[src/rtl/lbb_pkg.sv]
// shared constants, types and sizing helpers for the line box blur
// no dependencies
`timescale 1ns / 1ps
`default_nettype none

package lbb_pkg;

    localparam int CHAN_W     = 8;   // bits per pixel component
    localparam int NUM_COMP   = 4;   // components carried on the bus
    localparam int LINE_W     = 13;  // width of the line length register
    localparam int RADIUS_W   = 4;
    localparam int CHCNT_W    = 3;
    localparam int CFG_DATA_W = 13;
    localparam int CFG_ADDR_W = 2;

    localparam int DEF_MAX_RADIUS = 15;
    localparam int DEF_MAX_LINE   = 4096;
    localparam int DEF_CHANNELS   = 4;

    // register indexes
    localparam logic [CFG_ADDR_W-1:0] REG_RADIUS        = 2'd0;
    localparam logic [CFG_ADDR_W-1:0] REG_LINE_LENGTH   = 2'd1;
    localparam logic [CFG_ADDR_W-1:0] REG_CHANNEL_COUNT = 2'd2;

    // register values after reset
    localparam logic [RADIUS_W-1:0] RST_RADIUS        = 4'd1;
    localparam logic [LINE_W-1:0]   RST_LINE_LENGTH   = 13'd640;
    localparam logic [CHCNT_W-1:0]  RST_CHANNEL_COUNT = 3'd3;

    // commands from the sequencer to every lane
    typedef struct packed {
        logic wr;         // write incoming component into the window store
        logic clear;      // zero the running sum (line restart)
        logic update;     // apply drop / add to the running sum
        logic add_pix;    // add the captured component
        logic drop;       // subtract the oldest component
        logic div_start;  // load the divider with the new sum
        logic div_step;   // one quotient bit
        logic cnt_zero;   // window is empty, result reads zero
    } lane_ctl_t;

    function automatic int store_depth(input int max_radius);
        return 2 * max_radius + 1;
    endfunction

    function automatic int sum_width(input int max_radius);
        return $clog2((2 * max_radius + 1) * ((1 << CHAN_W) - 1) + 1);
    endfunction

endpackage

`default_nettype wire

[src/rtl/lbb_lane.sv]
// one component lane: window store slice, running sum and bit-serial divider
// depends on lbb_pkg
`timescale 1ns / 1ps
`default_nettype none

module lbb_lane #(
    parameter int MAX_RADIUS = lbb_pkg::DEF_MAX_RADIUS
) (
    input  wire                                                 aclk,
    input  wire                                                 aresetn,
    input  lbb_pkg::lane_ctl_t                                  ctl,
    input  wire                                                 active,
    input  wire  [$clog2(lbb_pkg::store_depth(MAX_RADIUS))-1:0] wr_addr,
    input  wire  [$clog2(lbb_pkg::store_depth(MAX_RADIUS))-1:0] rd_addr,
    input  wire  [$clog2(lbb_pkg::store_depth(MAX_RADIUS)+1)-1:0] divisor,
    input  wire  [lbb_pkg::CHAN_W-1:0]                          pix_in,
    output logic [lbb_pkg::CHAN_W-1:0]                          result
);

    localparam int DEPTH = lbb_pkg::store_depth(MAX_RADIUS);
    localparam int SW    = lbb_pkg::sum_width(MAX_RADIUS);
    localparam int CW    = $clog2(DEPTH + 1);
    localparam int PW    = lbb_pkg::CHAN_W;

    logic [PW-1:0] mem [DEPTH];
    logic [PW-1:0] rd_reg;
    logic [PW-1:0] pix_reg;

    logic [SW-1:0] sum_reg;
    logic [SW-1:0] sum_next;
    logic [SW-1:0] sum_new;
    logic [SW-1:0] sub_val;
    logic [SW-1:0] add_val;
    logic [SW-1:0] left_val;

    logic [SW-1:0] quo_reg;
    logic [CW-1:0] rem_reg;
    logic [CW:0]   trial;
    logic          fits;

    always_ff @(posedge aclk) begin
        if (ctl.wr) begin
            mem[wr_addr] <= pix_in;
            pix_reg      <= pix_in;
        end
        rd_reg <= mem[rd_addr];
    end

    // saturating drop, then add
    always_comb begin
        sub_val  = ctl.drop ? SW'(rd_reg) : '0;
        add_val  = ctl.add_pix ? SW'(pix_reg) : '0;
        left_val = (sum_reg >= sub_val) ? (sum_reg - sub_val) : '0;
        sum_next = left_val + add_val;
        sum_new  = (ctl.update && active) ? sum_next : sum_reg;
    end

    always_ff @(posedge aclk) begin
        if (!aresetn) begin
            sum_reg <= '0;
        end else if (ctl.clear) begin
            sum_reg <= '0;
        end else begin
            sum_reg <= sum_new;
        end
    end

    // restoring division, msb first
    always_comb begin
        trial = {rem_reg, quo_reg[SW-1]};
        fits  = (trial >= {1'b0, divisor});
    end

    always_ff @(posedge aclk) begin
        if (ctl.div_start) begin
            quo_reg <= sum_new;
            rem_reg <= '0;
        end else if (ctl.div_step) begin
            quo_reg <= {quo_reg[SW-2:0], fits};
            rem_reg <= fits ? CW'(trial - {1'b0, divisor}) : trial[CW-1:0];
        end
    end

    assign result = (active && !ctl.cnt_zero) ? quo_reg[PW-1:0] : '0;

endmodule

`default_nettype wire

[src/rtl/lbb_ctrl.sv]
// sequencer: configuration registers, line position, window pointers and count
// depends on lbb_pkg
`timescale 1ns / 1ps
`default_nettype none

module lbb_ctrl #(
    parameter int MAX_RADIUS = lbb_pkg::DEF_MAX_RADIUS,
    parameter int MAX_LINE   = lbb_pkg::DEF_MAX_LINE,
    parameter int CHANNELS   = lbb_pkg::DEF_CHANNELS
) (
    input  wire                                                   aclk,
    input  wire                                                   aresetn,
    input  wire                                                   cfg_wr_en,
    input  wire  [lbb_pkg::CFG_ADDR_W-1:0]                        cfg_addr,
    input  wire  [lbb_pkg::CFG_DATA_W-1:0]                        cfg_wdata,
    input  wire                                                   s_tvalid,
    output logic                                                  s_tready,
    input  wire                                                   out_free,
    output logic                                                  emit_load,
    output logic                                                  emit_last,
    output lbb_pkg::lane_ctl_t                                    lane_ctl,
    output logic [CHANNELS-1:0]                                   active,
    output logic [$clog2(lbb_pkg::store_depth(MAX_RADIUS))-1:0]   wr_ptr,
    output logic [$clog2(lbb_pkg::store_depth(MAX_RADIUS))-1:0]   drop_ptr,
    output logic [$clog2(lbb_pkg::store_depth(MAX_RADIUS)+1)-1:0] count
);

    localparam int DEPTH = lbb_pkg::store_depth(MAX_RADIUS);
    localparam int AW    = $clog2(DEPTH);
    localparam int CW    = $clog2(DEPTH + 1);
    localparam int SW    = lbb_pkg::sum_width(MAX_RADIUS);
    localparam int DCW   = $clog2(SW + 1);
    localparam int LW    = lbb_pkg::LINE_W;
    localparam int LXW   = LW + 1;
    localparam int RW    = $clog2(MAX_RADIUS + 1);
    localparam int NW    = lbb_pkg::CHCNT_W;

    localparam int LEN_LIM_I = (MAX_LINE < (2 ** LW) - 1) ? MAX_LINE : (2 ** LW) - 1;
    localparam logic [LW-1:0]  LEN_LIM  = LW'(LEN_LIM_I);
    localparam logic [LXW-1:0] RAD_LIM  = LXW'(MAX_RADIUS);
    localparam logic [NW-1:0]  CH_LIM   = NW'(CHANNELS);
    localparam logic [AW-1:0]  PTR_LAST = AW'(DEPTH - 1);

    typedef enum logic [4:0] {
        ST_IDLE   = 5'b00001,
        ST_UPDATE = 5'b00010,
        ST_FLUSH  = 5'b00100,
        ST_DIVIDE = 5'b01000,
        ST_EMIT   = 5'b10000
    } state_t;

    state_t state_reg, state_next;

    logic [lbb_pkg::RADIUS_W-1:0] radius_reg;
    logic [LW-1:0]                len_reg;
    logic [NW-1:0]                chcnt_reg;

    logic [LW-1:0]  pos_reg, pos_next;
    logic [LW-1:0]  op_reg, op_next;
    logic [CW-1:0]  count_reg, count_next;
    logic [AW-1:0]  wr_ptr_reg, wr_ptr_next;
    logic [AW-1:0]  drop_ptr_reg, drop_ptr_next;
    logic [DCW-1:0] div_cnt_reg, div_cnt_next;
    logic           last_item_reg, last_item_next;
    logic           flushing_reg, flushing_next;
    logic           emit_last_reg, emit_last_next;

    logic [LW-1:0]  eff_len;
    logic [LXW-1:0] rad_x;
    logic [LXW-1:0] rad_cl;
    logic [LXW-1:0] box_x;
    logic [LXW-1:0] half_len;
    logic [RW-1:0]  eff_re;
    logic [RW:0]    box;
    logic [NW-1:0]  nch;

    logic           s_accept;
    logic           main_drop;
    logic           flush_drop;
    logic           pos_is_last;
    logic [CW-1:0]  count_dec;
    logic [AW-1:0]  wr_ptr_inc;
    logic [AW-1:0]  drop_ptr_inc;
    logic [LW-1:0]  nop;

    // effective line length, radius and channel count
    always_comb begin
        if (len_reg == '0) begin
            eff_len = LW'(1);
        end else if (len_reg > LEN_LIM) begin
            eff_len = LEN_LIM;
        end else begin
            eff_len = len_reg;
        end
        rad_x    = LXW'(radius_reg);
        rad_cl   = (rad_x > RAD_LIM) ? RAD_LIM : rad_x;
        box_x    = {rad_cl[LW-1:0], 1'b1};
        half_len = {2'b00, eff_len[LW-1:1]};
        if ({1'b0, eff_len} < box_x) begin
            eff_re = (half_len != '0) ? RW'(half_len - LXW'(1)) : '0;
        end else begin
            eff_re = RW'(rad_cl);
        end
        box = {eff_re, 1'b1};

        if (chcnt_reg == '0) begin
            nch = NW'(1);
        end else if (chcnt_reg > CH_LIM) begin
            nch = CH_LIM;
        end else begin
            nch = chcnt_reg;
        end
    end

    always_comb begin
        for (int i = 0; i < CHANNELS; i++) begin
            active[i] = (NW'(i) < nch);
        end
    end

    always_ff @(posedge aclk) begin
        if (!aresetn) begin
            radius_reg <= lbb_pkg::RST_RADIUS;
            len_reg    <= lbb_pkg::RST_LINE_LENGTH;
            chcnt_reg  <= lbb_pkg::RST_CHANNEL_COUNT;
        end else if (cfg_wr_en) begin
            unique case (cfg_addr)
                lbb_pkg::REG_RADIUS: begin
                    radius_reg <= cfg_wdata[lbb_pkg::RADIUS_W-1:0];
                end
                lbb_pkg::REG_LINE_LENGTH: begin
                    len_reg <= cfg_wdata[LW-1:0];
                end
                lbb_pkg::REG_CHANNEL_COUNT: begin
                    chcnt_reg <= cfg_wdata[NW-1:0];
                end
                default: begin
                end
            endcase
        end
    end

    assign s_tready     = (state_reg == ST_IDLE);
    assign s_accept     = s_tvalid && s_tready;
    assign main_drop    = (pos_reg >= LW'(box));
    assign flush_drop   = (op_reg >= LW'(eff_re));
    assign pos_is_last  = (pos_reg == eff_len - LW'(1));
    assign wr_ptr_inc   = (wr_ptr_reg == PTR_LAST) ? '0 : wr_ptr_reg + AW'(1);
    assign drop_ptr_inc = (drop_ptr_reg == PTR_LAST) ? '0 : drop_ptr_reg + AW'(1);
    assign nop          = flushing_reg ? op_reg + LW'(1) : op_reg;

    always_comb begin
        state_next     = state_reg;
        pos_next       = pos_reg;
        op_next        = op_reg;
        count_next     = count_reg;
        wr_ptr_next    = wr_ptr_reg;
        drop_ptr_next  = drop_ptr_reg;
        div_cnt_next   = div_cnt_reg;
        last_item_next = last_item_reg;
        flushing_next  = flushing_reg;
        emit_last_next = emit_last_reg;
        emit_load      = 1'b0;
        count_dec      = count_reg;

        lane_ctl          = '0;
        lane_ctl.wr       = s_accept;
        lane_ctl.div_step = (state_reg == ST_DIVIDE);
        lane_ctl.cnt_zero = (count_reg == '0);

        unique case (state_reg)
            ST_IDLE: begin
                if (s_accept) begin
                    state_next = ST_UPDATE;
                end
            end
            ST_UPDATE: begin
                lane_ctl.update  = 1'b1;
                lane_ctl.add_pix = 1'b1;
                lane_ctl.drop    = main_drop;
                if (main_drop && count_reg != '0) begin
                    count_dec = count_reg - CW'(1);
                end
                count_next     = count_dec + CW'(1);
                wr_ptr_next    = wr_ptr_inc;
                if (main_drop) begin
                    drop_ptr_next = drop_ptr_inc;
                end
                last_item_next = pos_is_last;
                flushing_next  = 1'b0;
                op_next        = pos_reg - LW'(eff_re);
                if (pos_reg >= LW'(eff_re)) begin
                    lane_ctl.div_start = 1'b1;
                    emit_last_next     = pos_is_last && (eff_re == '0);
                    div_cnt_next       = DCW'(SW);
                    state_next         = ST_DIVIDE;
                end else begin
                    pos_next   = pos_reg + LW'(1);
                    state_next = ST_IDLE;
                end
            end
            ST_FLUSH: begin
                lane_ctl.update    = flush_drop;
                lane_ctl.drop      = flush_drop;
                lane_ctl.div_start = 1'b1;
                if (flush_drop) begin
                    drop_ptr_next = drop_ptr_inc;
                    if (count_reg != '0) begin
                        count_next = count_reg - CW'(1);
                    end
                end
                emit_last_next = (({1'b0, op_reg} + LXW'(2)) == {1'b0, eff_len});
                div_cnt_next   = DCW'(SW);
                state_next     = ST_DIVIDE;
            end
            ST_DIVIDE: begin
                div_cnt_next = div_cnt_reg - DCW'(1);
                if (div_cnt_reg == DCW'(1)) begin
                    state_next = ST_EMIT;
                end
            end
            ST_EMIT: begin
                if (out_free) begin
                    emit_load = 1'b1;
                    if (!last_item_reg) begin
                        pos_next   = pos_reg + LW'(1);
                        state_next = ST_IDLE;
                    end else if (({1'b0, nop} + LXW'(1)) < {1'b0, eff_len}) begin
                        op_next       = nop;
                        flushing_next = 1'b1;
                        state_next    = ST_FLUSH;
                    end else begin
                        // line done, start over
                        lane_ctl.clear = 1'b1;
                        pos_next       = '0;
                        count_next     = '0;
                        wr_ptr_next    = '0;
                        drop_ptr_next  = '0;
                        state_next     = ST_IDLE;
                    end
                end
            end
            default: begin
                state_next = ST_IDLE;
            end
        endcase

        // any configuration write restarts the line
        if (cfg_wr_en) begin
            lane_ctl.clear = 1'b1;
            pos_next       = '0;
            count_next     = '0;
            wr_ptr_next    = '0;
            drop_ptr_next  = '0;
        end
    end

    always_ff @(posedge aclk) begin
        if (!aresetn) begin
            state_reg     <= ST_IDLE;
            pos_reg       <= '0;
            count_reg     <= '0;
            wr_ptr_reg    <= '0;
            drop_ptr_reg  <= '0;
            div_cnt_reg   <= '0;
            last_item_reg <= 1'b0;
            flushing_reg  <= 1'b0;
            emit_last_reg <= 1'b0;
        end else begin
            state_reg     <= state_next;
            pos_reg       <= pos_next;
            count_reg     <= count_next;
            wr_ptr_reg    <= wr_ptr_next;
            drop_ptr_reg  <= drop_ptr_next;
            div_cnt_reg   <= div_cnt_next;
            last_item_reg <= last_item_next;
            flushing_reg  <= flushing_next;
            emit_last_reg <= emit_last_next;
        end
    end

    always_ff @(posedge aclk) begin
        op_reg <= op_next;
    end

    assign emit_last = emit_last_reg;
    assign wr_ptr    = wr_ptr_reg;
    assign drop_ptr  = drop_ptr_reg;
    assign count     = count_reg;

endmodule

`default_nettype wire

[src/rtl/lbb_merge.sv]
// merging stage: packs the lane quotients into one output item register
// depends on lbb_pkg
`timescale 1ns / 1ps
`default_nettype none

module lbb_merge #(
    parameter int CHANNELS = lbb_pkg::DEF_CHANNELS
) (
    input  wire                                                    aclk,
    input  wire                                                    aresetn,
    input  wire  [CHANNELS-1:0][lbb_pkg::CHAN_W-1:0]               lane_res,
    input  wire                                                    load,
    input  wire                                                    last_in,
    output logic                                                   out_free,
    output logic                                                   m_tvalid,
    input  wire                                                    m_tready,
    output logic [lbb_pkg::NUM_COMP*lbb_pkg::CHAN_W-1:0]           m_tdata,
    output logic                                                   m_tlast
);

    localparam int PW = lbb_pkg::CHAN_W;
    localparam int DW = lbb_pkg::NUM_COMP * PW;

    logic [DW-1:0] packed_next;
    logic [DW-1:0] data_reg;
    logic          last_reg;
    logic          valid_reg;

    // unused components read as zero
    for (genvar i = 0; i < lbb_pkg::NUM_COMP; i++) begin : g_pack
        if (i < CHANNELS) begin : g_used
            assign packed_next[i*PW +: PW] = lane_res[i];
        end else begin : g_zero
            assign packed_next[i*PW +: PW] = '0;
        end
    end

    always_ff @(posedge aclk) begin
        if (!aresetn) begin
            valid_reg <= 1'b0;
        end else if (load) begin
            valid_reg <= 1'b1;
        end else if (m_tready) begin
            valid_reg <= 1'b0;
        end
    end

    always_ff @(posedge aclk) begin
        if (load) begin
            data_reg <= packed_next;
            last_reg <= last_in;
        end
    end

    assign out_free = !valid_reg || m_tready;
    assign m_tvalid = valid_reg;
    assign m_tdata  = data_reg;
    assign m_tlast  = last_reg;

endmodule

`default_nettype wire

[src/rtl/line_box_blur_top.sv]
// top level of the line box blur: sequencer, component lanes and merging stage
// depends on lbb_pkg, lbb_ctrl, lbb_lane, lbb_merge
`timescale 1ns / 1ps
`default_nettype none

// Centered one-dimensional box blur along a line of pixels with up to four
// 8-bit components. Every component has its own lane holding a slice of the
// window store, a running sum and a restoring divider; all lanes run in
// lockstep under one sequencer, and a merging register packs their averages
// into the output item. Each output pixel is the truncated mean of the input
// pixels within the effective radius, clipped at both line ends, and output
// lags input by that radius; the last pixel of a line flushes radius+1 items
// with tlast on the final one. Items are taken one at a time: the input stays
// closed until the sequencer is back in idle. An item that yields no output
// passes through the update state only; each output item then runs through the
// divider, one quotient bit per cycle over the SW-bit sum (SW = sum width, 13
// bits at the default MAX_RADIUS), and waits until the output register is free.
// Configuration is to be written only while idle (the block itself does not
// enforce this), and any write, even to an unused index, restarts the line.

module line_box_blur_top #(
    parameter int MAX_RADIUS = lbb_pkg::DEF_MAX_RADIUS,
    parameter int MAX_LINE   = lbb_pkg::DEF_MAX_LINE,
    parameter int CHANNELS   = lbb_pkg::DEF_CHANNELS
) (
    input  wire                                          aclk,
    input  wire                                          aresetn,
    // configuration write port
    input  wire                                          cfg_wr_en,
    input  wire  [lbb_pkg::CFG_ADDR_W-1:0]               cfg_addr,
    input  wire  [lbb_pkg::CFG_DATA_W-1:0]               cfg_wdata,
    // incoming pixels
    input  wire                                          s_tvalid,
    output logic                                         s_tready,
    // chan_a [7:0], chan_b [15:8], chan_c [23:16], chan_d [31:24]
    input  wire  [lbb_pkg::NUM_COMP*lbb_pkg::CHAN_W-1:0] s_tdata,
    // blurred pixels
    output logic                                         m_tvalid,
    input  wire                                          m_tready,
    // blur_a [7:0], blur_b [15:8], blur_c [23:16], blur_d [31:24]
    output logic [lbb_pkg::NUM_COMP*lbb_pkg::CHAN_W-1:0] m_tdata,
    // line_end: last output item of the line
    output logic                                         m_tlast
);

    localparam int DEPTH = lbb_pkg::store_depth(MAX_RADIUS);
    localparam int AW    = $clog2(DEPTH);
    localparam int CW    = $clog2(DEPTH + 1);
    localparam int PW    = lbb_pkg::CHAN_W;

    lbb_pkg::lane_ctl_t             lane_ctl;
    logic [CHANNELS-1:0]            active;
    logic [AW-1:0]                  wr_ptr;
    logic [AW-1:0]                  drop_ptr;
    logic [CW-1:0]                  count;
    logic [CHANNELS-1:0][PW-1:0]    lane_res;
    logic                           out_free;
    logic                           emit_load;
    logic                           emit_last;

    // sequencer: config registers, line position, window pointers, divider timing
    lbb_ctrl #(
        .MAX_RADIUS (MAX_RADIUS),
        .MAX_LINE   (MAX_LINE),
        .CHANNELS   (CHANNELS)
    ) u_ctrl (
        .aclk      (aclk),
        .aresetn   (aresetn),
        .cfg_wr_en (cfg_wr_en),
        .cfg_addr  (cfg_addr),
        .cfg_wdata (cfg_wdata),
        .s_tvalid  (s_tvalid),
        .s_tready  (s_tready),
        .out_free  (out_free),
        .emit_load (emit_load),
        .emit_last (emit_last),
        .lane_ctl  (lane_ctl),
        .active    (active),
        .wr_ptr    (wr_ptr),
        .drop_ptr  (drop_ptr),
        .count     (count)
    );

    // one lane per component; the oldest pixel is read at drop_ptr every cycle
    for (genvar i = 0; i < CHANNELS; i++) begin : g_lane
        lbb_lane #(
            .MAX_RADIUS (MAX_RADIUS)
        ) u_lane (
            .aclk    (aclk),
            .aresetn (aresetn),
            .ctl     (lane_ctl),
            .active  (active[i]),
            .wr_addr (wr_ptr),
            .rd_addr (drop_ptr),
            .divisor (count),
            .pix_in  (s_tdata[i*PW +: PW]),
            .result  (lane_res[i])
        );
    end

    // output register, frees the input side while a result waits
    lbb_merge #(
        .CHANNELS (CHANNELS)
    ) u_merge (
        .aclk     (aclk),
        .aresetn  (aresetn),
        .lane_res (lane_res),
        .load     (emit_load),
        .last_in  (emit_last),
        .out_free (out_free),
        .m_tvalid (m_tvalid),
        .m_tready (m_tready),
        .m_tdata  (m_tdata),
        .m_tlast  (m_tlast)
    );

    // an accepted item keeps the input closed on the following cycle
    a_busy_after_accept: assert property (@(posedge aclk) disable iff (!aresetn)
        s_tvalid && s_tready |=> !s_tready)
        else $error("input taken again right after an item");

    // the window never holds more pixels than the store
    a_count_bound: assert property (@(posedge aclk) disable iff (!aresetn)
        count <= CW'(DEPTH))
        else $error("window count beyond store depth");

    // a configuration write empties the window and rewinds both pointers
    a_cfg_restart: assert property (@(posedge aclk) disable iff (!aresetn)
        cfg_wr_en |=> (count == '0) && (wr_ptr == '0) && (drop_ptr == '0))
        else $error("line not restarted after configuration write");

    // a result is only loaded when the output register can take it
    a_load_free: assert property (@(posedge aclk) disable iff (!aresetn)
        emit_load |-> out_free)
        else $error("output register overwritten");

endmodule

`default_nettype wire
[config.mk]
export PLATFORM = sky130hd
export DESIGN_NAME = line_box_blur_top
export DESIGN_NICKNAME = d
export VERILOG_FILES = /design/src/rtl/lbb_pkg.sv /design/src/rtl/lbb_lane.sv /design/src/rtl/lbb_ctrl.sv /design/src/rtl/lbb_merge.sv /design/src/rtl/line_box_blur_top.sv
export SDC_FILE = /design/constraint.sdc
export NUM_CORES = 2
export LEC_CHECK = 0
export BUFFER_PORTS_ARGS = -buffer_cell sky130_fd_sc_hd__buf_2
export CAP_MARGIN = 5
export CORE_ASPECT_RATIO = 0.6
export CORE_MARGIN = 5
export CORE_UTILIZATION = 45
export DETAILED_ROUTE_END_ITERATION = 16
export SLEW_MARGIN = 40
export SYNTH_ARGS = -nofsm -noshare
export SYNTH_HDL_FRONTEND = slang
export SYNTH_SLANG_ARGS = --single-unit
[constraint.sdc]
create_clock -name aclk -period 24.5 [get_ports aclk]
set_clock_uncertainty 0.2 [all_clocks]
set_input_delay 3.675 -clock aclk [delete_from_list [all_inputs] [get_ports aclk]]
set_output_delay 3.675 -clock aclk [all_outputs]
set_load 0.01 [all_outputs]
# Word level (Yosys, flattened, before mapping)
# Memories as Yosys holds them, arrays and structs flattened. A register that Yosys moved wholly into a read port is not among the register bits.
# Index checks and enable logic that the tools add are counted.
[totals] register_bits=263 ram_bits=992 input_bits=52 out_inout_bits=35 wordCells=235 memories=4
[mem_list] name="g_lane[0].u_lane.mem" words=31 word_bits=8 read_ports=1 rd_ports_with_merged_regs=1 write_ports=1 line="lbb_lane.sv:25" source="logic [PW-1:0] mem [DEPTH];"
[mem_list] name="g_lane[1].u_lane.mem" words=31 word_bits=8 read_ports=1 rd_ports_with_merged_regs=1 write_ports=1 line="lbb_lane.sv:25"
[mem_list] name="g_lane[2].u_lane.mem" words=31 word_bits=8 read_ports=1 rd_ports_with_merged_regs=1 write_ports=1 line="lbb_lane.sv:25"
[mem_list] name="g_lane[3].u_lane.mem" words=31 word_bits=8 read_ports=1 rd_ports_with_merged_regs=1 write_ports=1 line="lbb_lane.sv:25"
[op_classes] add_sub_neg=24 magnitude_cmp=19 eq_ne=24 mux=88 bitwise_logic=1 reduce_logical=40
[ops] op="2-to-1 mux 13 bit" n=26
[ops] op="2-to-1 mux 5 bit" n=19
[ops] op="2-to-1 mux 8 bit" n=8
[ops] op="adder 13 bit" n=4
[ops] op="greater-or-equal comparator 13 bit" n=4
[ops] op="one-hot mux 13 bit (2 select lines)" n=2
[ops] op="subtractor 13 bit" n=4
[ops] op="one-hot mux 5 bit (3 select lines)" n=2
[ops] op="adder 13 x 1 -> 13 bit (second input constant)" n=2
[ops] op="greater-or-equal comparator 13 x 4 -> 1 bit" n=2
[ops] op="one-hot mux 5 bit (5 select lines)" n=1
[ops] op="greater-or-equal comparator 6 x 5 -> 1 bit" n=4
[ops] op="subtractor 5 bit" n=4
[ops] op="2-to-1 mux 1 bit" n=17
[ops] op="2-to-1 mux 4 bit" n=4
[ops] op="adder 5 x 1 -> 5 bit (second input constant)" n=3
[ops] op="== test 5 bit (second input constant)" n=3
[ops] op="adder 13 x 1 -> 14 bit (second input constant)" n=1
[ops] op="adder 13 x 2 -> 14 bit (second input constant)" n=1
[ops] op="== test 14 x 13 -> 1 bit" n=1
[ops] op="less-than comparator 14 x 13 -> 1 bit" n=1
[ops] op="== test 13 bit" n=1
[ops] op="greater-or-equal comparator 13 x 5 -> 1 bit" n=1
[ops] op="> comparator 13 bit (second input constant)" n=1
[ops] op="other kinds (41)" n=80

# Longest topological paths before layout
[depth] word_depth=15 mapped_depth=43 ltp_nobuf=39

# Modules after synthesis
# A second synthesis with hierarchy kept.
[unflattened] hier_cells=3934 area_unflattened_um2=58423.5
[modules_own_cells] mod="lbb_lane at g_lane[2].u_lane" instances=1 cells_each=767 area_each_um2=12774.8 seq_area_each_um2=8598.2
[modules_own_cells] mod="lbb_lane at g_lane[0].u_lane" instances=1 cells_each=754 area_each_um2=12690.9 seq_area_each_um2=8598.2
[modules_own_cells] mod="lbb_lane at g_lane[1].u_lane" instances=1 cells_each=752 area_each_um2=12669.7 seq_area_each_um2=8598.2
[modules_own_cells] mod="lbb_lane at g_lane[3].u_lane" instances=1 cells_each=747 area_each_um2=12618.4 seq_area_each_um2=8598.2
[modules_own_cells] mod="lbb_ctrl" instances=1 cells_each=877 area_each_um2=6630.1 seq_area_each_um2=1591.5
[modules_own_cells] mod="lbb_merge" instances=1 cells_each=37 area_each_um2=1039.7 seq_area_each_um2=1011.0

# Worst setup path after synthesis
# Ideal clock, no wire load.
[synth_path] path_type="reg2reg" from="register u_ctrl.len_reg[12]" to="register g_lane[3].u_lane.quo_reg[12] (data pin)" setup_time_ps=262 t_arrival_ps=7896 required_ps=24038 path_slack_ps=16142 stages_incl_launch_ff=41 path_buffers=5 synth_period_minus_slack_ps=8358 cell_sequence="dfxtp_1 > buf_2 > clkbuf_1 > nor2b_1 > ha_1 > a211oi_1 > and3_2 > and3_4 > buf_6 > mux2i_1 > ha_1 > nand3_1 > nor2_1 > mux2_2 > o211a_1 > o21ai_2 > o21ai_1 > clkbuf_1 > [... 5 more ...] > o21ai_0 > and2_1 > clkbuf_1 > nor2_1 > ha_1 > inv_1 > fa_1 > nor2b_1 > o21ai_0 > a21boi_0 > o21ai_0 > a211o_1 > nor3_1 > and3b_1 > nor3_1 > a2111o_1 > o21ai_0 > o21ai_0"
[synth_via] elab_chain_cells=14 word_cells_on_any_way=23 classes_between="add/sub: 3; order compare: 6; mux: 11; reduce/logical: 3"
[synth_lines] item="start: declaration" line="lbb_ctrl.sv:55" source="logic [LW-1:0] len_reg;"
[synth_lines] item="start signal: assignment" line="lbb_ctrl.sv:124" source="len_reg <= lbb_pkg::RST_LINE_LENGTH;"
[synth_lines] item="start signal: assignment" line="lbb_ctrl.sv:132" source="len_reg <= cfg_wdata[LW-1:0];"
[synth_lines] item="> comparator 13 bit" line="lbb_ctrl.sv:90" source="end else if (len_reg > LEN_LIM) begin"
[synth_lines] item="2-to-1 mux 13 bit" line="lbb_ctrl.sv:90"
[synth_lines] item="2-to-1 mux 13 bit *" line="lbb_ctrl.sv:88" source="if (len_reg == '0) begin"
[synth_lines] item="parallel branches: the longest is 2 deep, another holds less-than comparator 13 x 5 -> 1 bit"
[synth_lines] item="2-to-1 mux 4 bit *" line="lbb_ctrl.sv:99" source="if ({1'b0, eff_len} < box_x) begin"
[synth_lines] item="greater-or-equal comparator 13 x 4 -> 1 bit or greater-or-equal comparator 13 x 5 -> 1 bit (tied branches)" line="lbb_ctrl.sv:146, lbb_ctrl.sv:145"
[synth_lines] item="one-hot mux 2 bit (2 select lines)" line="lbb_ctrl.sv:171" source="unique case (state_reg)"
[synth_lines] item="2-to-1 mux 8 bit" line="lbb_lane.sv:51" source="sub_val = ctl.drop ? SW'(rd_reg) : '0;"
[synth_lines] item="subtractor 13 bit or greater-or-equal comparator 13 bit (tied branches)" line="lbb_lane.sv:53" source="left_val = (sum_reg >= sub_val) ? (sum_reg - sub_val) : '0;"
[synth_lines] item="2-to-1 mux 13 bit" line="lbb_lane.sv:53"
[synth_lines] item="adder 13 bit" line="lbb_lane.sv:54" source="sum_next = left_val + add_val;"
[synth_lines] item="2-to-1 mux 13 bit" line="lbb_lane.sv:55" source="sum_new = (ctl.update && active) ? sum_next : sum_reg;"
[synth_lines] item="2-to-1 mux 13 bit *" line="lbb_lane.sv:75" source="if (ctl.div_start) begin"
[synth_lines] item="end signal: assignment" line="lbb_lane.sv:76" source="quo_reg <= sum_new;"
[synth_lines] item="end signal: assignment" line="lbb_lane.sv:79" source="quo_reg <= {quo_reg[SW-2:0], fits};"
[synth_lines] item="end: declaration" line="lbb_lane.sv:36" source="logic [SW-1:0] quo_reg;"
# Every way passes the cells marked *.
# A chain may end at the register's enable or synchronous reset.

# Worst setup path in the final report
[layout_path] from="register u_ctrl.len_reg[12]" to="register g_lane[1].u_lane.quo_reg[12] (data pin)"
[layout_via] elab_chain_cells=14 word_cells_on_any_way=23 classes_between="add/sub: 3; order compare: 6; mux: 11; reduce/logical: 3"
[layout_lines] item="> comparator 13 bit" line="lbb_ctrl.sv:90"
[layout_lines] item="2-to-1 mux 13 bit" line="lbb_ctrl.sv:90"
[layout_lines] item="2-to-1 mux 13 bit *" line="lbb_ctrl.sv:88"
[layout_lines] item="parallel branches: the longest is 2 deep, another holds less-than comparator 13 x 5 -> 1 bit"
[layout_lines] item="2-to-1 mux 4 bit *" line="lbb_ctrl.sv:99"
[layout_lines] item="greater-or-equal comparator 13 x 4 -> 1 bit or greater-or-equal comparator 13 x 5 -> 1 bit (tied branches)" line="lbb_ctrl.sv:146, lbb_ctrl.sv:145"
[layout_lines] item="one-hot mux 2 bit (2 select lines)" line="lbb_ctrl.sv:171"
[layout_lines] item="2-to-1 mux 8 bit" line="lbb_lane.sv:51"
[layout_lines] item="subtractor 13 bit or greater-or-equal comparator 13 bit (tied branches)" line="lbb_lane.sv:53"
[layout_lines] item="2-to-1 mux 13 bit" line="lbb_lane.sv:53"
[layout_lines] item="adder 13 bit" line="lbb_lane.sv:54"
[layout_lines] item="2-to-1 mux 13 bit" line="lbb_lane.sv:55"
[layout_lines] item="2-to-1 mux 13 bit *" line="lbb_lane.sv:75"
[layout_lines] item="end signal: assignment" line="lbb_lane.sv:76"
[layout_lines] item="end signal: assignment" line="lbb_lane.sv:79"
[layout_lines] item="end: declaration" line="lbb_lane.sv:36"
# Marked as above.

==> Flow_metrics.wiki <==
{| class="wikitable"
! Metric !! Value
|-
| Total Power Consumption || 0.00446 W
|-
| DIE AREA || 0.133 mm2
|-
| Cell at the root of the clock tree || sky130_fd_sc_hd__clkbuf_16
|-
| Cells on Worst Hold Path || 0
|-
| Sequential element share of the synthesized area || 65.4%
|-
| Placed wire-length estimate after detailed placement || 89900 um
|-
| Clock period minus worst slack || 9900 ps
|-
| Power spent charging and discharging nets || 0.000967 W
|-
| Area share of the largest cell type after synthesis || 59.5%
|-
| Latest clock arrival within the worst-skew pair || 730 ps
|-
| Max Fanout on Critical Path || 35
|-
| Maximum number of pins on one net before global-route repair || 94
|-
| R2r endpoint || g_lane[1].u_lane.quo_reg[12]
|-
| Setup bufs post-CTS || 0
|-
| Layout overhead on the synthesized area || 11.9%
|-
| Sum of negative setup slack || 0 ps
|-
| Final period utilization || 40.4%
|-
| H-Tree Level Count || 3
|-
| First drt pass iteration count || 6
|-
| Slowest stage cell on the critical path || sky130_fd_sc_hd__dfxtp_1
|-
| Startpoint of the most critical hold path || u_ctrl.emit_last
|-
| Effective utilization at floorplan || 45.4%
|-
| Portion of total power attributed to the clock network || 40.8%
|-
| Fraction of final layout cells sized beyond drive strength 1 || 19.8%
|-
| Relative max-transition margin || 38.4%
|-
| Floorplan die height || 285 um
|-
| Hold violation count in the final report || 0
|-
| Switching Share || 21.7%
|-
| Fill cell instance count of the final layout || 10.3k
|-
| Worst Max-Slew Pin Slew || 922 ps
|-
| Library cell with the largest summed area after synthesis || sky130_fd_sc_hd__edfxtp_1
|-
| Clock slew seen by the registers of the worst setup and hold paths || 70 ps
|-
| Max Buffers Root-to-Sink || 3
|-
| Startpoint of the lowest-slack register-to-register path || u_ctrl.len_reg[12]
|-
| Final-stage net count || 3984
|-
| Run status || completed
|-
| Yosys synthesis warning count || 0
|-
| Number of synthesized flops with an enable pin || 1122
|-
| Routability congestion estimate || 0.898
|-
| Final-report max-slew violation count || 0
|-
| Net count of the mapped netlist || 3887
|-
| Clock buffers created by TritonCTS || 111
|-
| Crit path largest cell delay || 790 ps
|-
| Cell area after technology mapping || 0.0566 mm2
|-
| Antenna violations before repair || 7
|-
| Part of the total power dissipated in combinational logic || 4.7%
|-
| Routed via count || 32.4k
|-
| Post-cts gate resize count || 0
|-
| Ratio of routed vias to standard cells || 5.81
|-
| Async set-reset flop share out of synthesis || 0%
|-
| TritonCTS clock tree || done
|-
| Worst reg-to-reg path cell count || 37
|-
| Gate count after technology mapping || 3692
|-
| Worst endpoint required time || 24860 ps
|-
| Element type at the critical path start || flip-flop
|-
| Average instance area after synthesis || 15.3 um2
|-
| RSZ-0062 raised after global routing || false
|-
| Primary flip-flop cell chosen by synthesis mapping || sky130_fd_sc_hd__edfxtp_1
|-
| Maximum resistive drop on vdd || 0.0599 mV
|-
| Type of the worst setup path || flip-flop to flip-flop
|-
| Vias in the first global route || 30.4k
|-
| Hold worst-path end || u_merge.m_tlast
|-
| Portion of total power attributed to sequential cells || 54.4%
|-
| Antenna viol nets, final || 0
|-
| GRT Residual Overflow || 0
|-
| Main area contributors after synthesis || sky130_fd_sc_hd__edfxtp_1 60%, sky130_fd_sc_hd__mux4_2 11%, sky130_fd_sc_hd__dfxtp_1 5.8%
|-
| Setup slack of the most critical reg-to-reg path || 14600 ps
|-
| Count of hold buffers inserted by post-cts repair || 0
|-
| DRT Wirelength || 145000 um
|-
| Internal Power || 0.00349 W
|-
| Number of ports placed on the die boundary || 87
|-
| Number of placed instances with taps included || 5354
|-
| Horizontal extent of the die || 468 um
|-
| Max-cap violation count || 0
|-
| Global-route usage over all layers || 21.5%
|-
| Global-route wire length before repair || 212000 um
|-
| Data arrival at the endpoint of the critical path || 10270 ps
|-
| Kind of end point of the critical path || flip-flop
|-
| Core footprint || 0.124 mm2
|-
| Final setup violation count || 0
|-
| Row count || 100
|-
| Detail-routed net length per standard cell || 26.0 um
|-
| Initial DRC Count || 4039
|-
| Hold Crit Class || flip-flop to flip-flop
|-
| Distinct cell type count after synthesis || 95
|-
| Pwr/cell area || 70.4 mW/mm2
|-
| Smallest hold slack || 244 ps
|-
| Post-detailed-route DRC marker count || 0
|-
| Maximum clock frequency || 0.101 GHz
|-
| Final non-filler cell total || 5571
|-
| LEAKAGE || 20.6 nW
|-
| Clk sink count || 1287
|-
| #FFs+latches synth || 1287
|-
| Count of input and output buffers || 86
|-
| Max reg flops || 992
|}
==> critical path, delay by kind of cell, from the launching register on <==
family | cells | cell delay [ps]
fa+ha+maj | 5 | 1440
buf+inv | 4 | 790
mux | 3 | 900
compound gates | 15 | 3370
flops | 1 | 790
simple gates | 10 | 2220
==> metrics by stage <==
stage          utilization, %  area [um2]  setup WS [ps]
6_report                 50.8       63300          14600
5_1_grt                  50.8       63300          14000
4_1_cts                  50.7       63200          14800
3_5_place_dp             47.7       59400          14830
3_3_place_gp             47.4       59000          15130
2_1_floorplan               -       56600          16140
==> layer usage <==
layer | part of all wire [%] | up-vias | GRT usage, %
li1 | - | 14400 | -
met2 | 40 | 1278 | 28.5
met4 | 1.4 | 0 | 3.39
met1 | 50 | 16500 | 36.5
met3 | 8.5 | 153 | 4.34
met5 | 0 | - | 0
==> cell usage after synthesis, types with 13 or more instances <==
master,number
sky130_fd_sc_hd__a211oi_1,18
sky130_fd_sc_hd__a21boi_0,23
sky130_fd_sc_hd__a21o_1,27
sky130_fd_sc_hd__a21oi_1,154
sky130_fd_sc_hd__a21oi_2,15
sky130_fd_sc_hd__a31oi_1,15
sky130_fd_sc_hd__and2_1,69
sky130_fd_sc_hd__and3_1,24
sky130_fd_sc_hd__buf_1,33
sky130_fd_sc_hd__buf_2,15
sky130_fd_sc_hd__clkbuf_1,112
sky130_fd_sc_hd__dfxtp_1,165
sky130_fd_sc_hd__edfxtp_1,1122
sky130_fd_sc_hd__ha_1,131
sky130_fd_sc_hd__inv_1,78
sky130_fd_sc_hd__mux2_2,41
sky130_fd_sc_hd__mux2i_1,63
sky130_fd_sc_hd__mux4_2,288
sky130_fd_sc_hd__nand2_1,229
sky130_fd_sc_hd__nand2b_1,24
sky130_fd_sc_hd__nand3_1,51
sky130_fd_sc_hd__nand3b_1,13
sky130_fd_sc_hd__nand4_1,17
sky130_fd_sc_hd__nor2_1,349
sky130_fd_sc_hd__nor2b_1,33
sky130_fd_sc_hd__nor3_1,63
sky130_fd_sc_hd__nor4_1,15
sky130_fd_sc_hd__o21a_1,15
sky130_fd_sc_hd__o21ai_0,127
sky130_fd_sc_hd__or3_1,18
sky130_fd_sc_hd__xnor2_1,79
sky130_fd_sc_hd__xor2_1,70
==> cells by family after synthesis <==
logic type	synth area share, %
XOR/XNOR	2.34
multiplexers	13.4
AO/OA/AOI/OAI	5.47
flip-flops	65.4
buffers and inverters	1.93
adder cells (fa/ha/maj)	3.37
AND/OR/NAND/NOR	8.07
==> power groups by stage <==
| stage | Combinational (W) | Sequential, W | Clock [W] |
|---|---|---|---|
| 6_report | 0.000212 | 0.00243 | 0.00182 |
| 4_1_cts | 0.000211 | 0.00243 | 0.00185 |
| 5_1_grt | 0.000232 | 0.00243 | 0.00195 |
| 3_3_place_gp | 0.000207 | 0.00248 | 0 |
| 2_1_floorplan | 0.000133 | 0.00246 | 0 |
| 3_5_place_dp | 0.000210 | 0.00248 | 0 |
==> area by class of cell <==
class	count	area [um2]	share of cell area, %
antenna	1	2.50	0.00395
clock buffer	138	2990	4.72
clock inverter	73	759	1.20
inverter	80	300	0.474
multi-input combinational	2146	18800	29.7
sequential	1287	37000	58.5
tap	1683	2110	3.33
timing repair buffer	163	1330	2.10
==> cells in the final DEF (no fill, tap or decap), types with 18 or more instances in the layout <==
| master | netlist | final |
|---|---|---|
| sky130_fd_sc_hd__edfxtp_1 | 1122 | 1122 |
| sky130_fd_sc_hd__nor2_1 | 349 | 314 |
| sky130_fd_sc_hd__mux4_2 | 288 | 288 |
| sky130_fd_sc_hd__nand2_1 | 229 | 228 |
| sky130_fd_sc_hd__dfxtp_1 | 165 | 160 |
| sky130_fd_sc_hd__a21oi_1 | 154 | 153 |
| sky130_fd_sc_hd__ha_1 | 131 | 131 |
| sky130_fd_sc_hd__o21ai_0 | 127 | 127 |
| sky130_fd_sc_hd__clkbuf_16 | 0 | 112 |
| sky130_fd_sc_hd__buf_2 | 15 | 88 |
| sky130_fd_sc_hd__xnor2_1 | 79 | 79 |
| sky130_fd_sc_hd__inv_1 | 78 | 77 |
| sky130_fd_sc_hd__xor2_1 | 70 | 70 |
| sky130_fd_sc_hd__and2_1 | 69 | 69 |
| sky130_fd_sc_hd__nor3_1 | 63 | 63 |
| sky130_fd_sc_hd__mux2i_1 | 63 | 63 |
| sky130_fd_sc_hd__nand3_1 | 51 | 51 |
| sky130_fd_sc_hd__buf_4 | 7 | 49 |
| sky130_fd_sc_hd__mux2_2 | 41 | 41 |
| sky130_fd_sc_hd__nor2b_1 | 33 | 33 |
| sky130_fd_sc_hd__nor2_4 | 0 | 33 |
| sky130_fd_sc_hd__a21o_1 | 27 | 27 |
| sky130_fd_sc_hd__clkinv_2 | 0 | 26 |
| sky130_fd_sc_hd__and3_1 | 24 | 24 |
| sky130_fd_sc_hd__nand2b_1 | 24 | 24 |
| sky130_fd_sc_hd__a21boi_0 | 23 | 23 |
| sky130_fd_sc_hd__clkinv_1 | 0 | 21 |
| sky130_fd_sc_hd__a211oi_1 | 18 | 18 |
| sky130_fd_sc_hd__or3_1 | 18 | 18 |
==> worst max path at each step <==
stage	startpoint	end	slack (ps)	cells past startpoint
final	u_ctrl.len_reg[12]	g_lane[1].u_lane.quo_reg[12]	14600	37
after global routing	u_ctrl.len_reg[12]	g_lane[1].u_lane.quo_reg[12]	14000	37
after CTS	u_ctrl.len_reg[12]	g_lane[1].u_lane.quo_reg[12]	14800	37
after detailed placement	u_ctrl.len_reg[12]	g_lane[1].u_lane.quo_reg[12]	14830	37
after global placement	u_ctrl.len_reg[12]	g_lane[1].u_lane.quo_reg[12]	15130	37
after floorplan	u_ctrl.len_reg[12]	g_lane[3].u_lane.quo_reg[12]	16140	40
No activity file was read; power rests on OpenSTA's default activity.
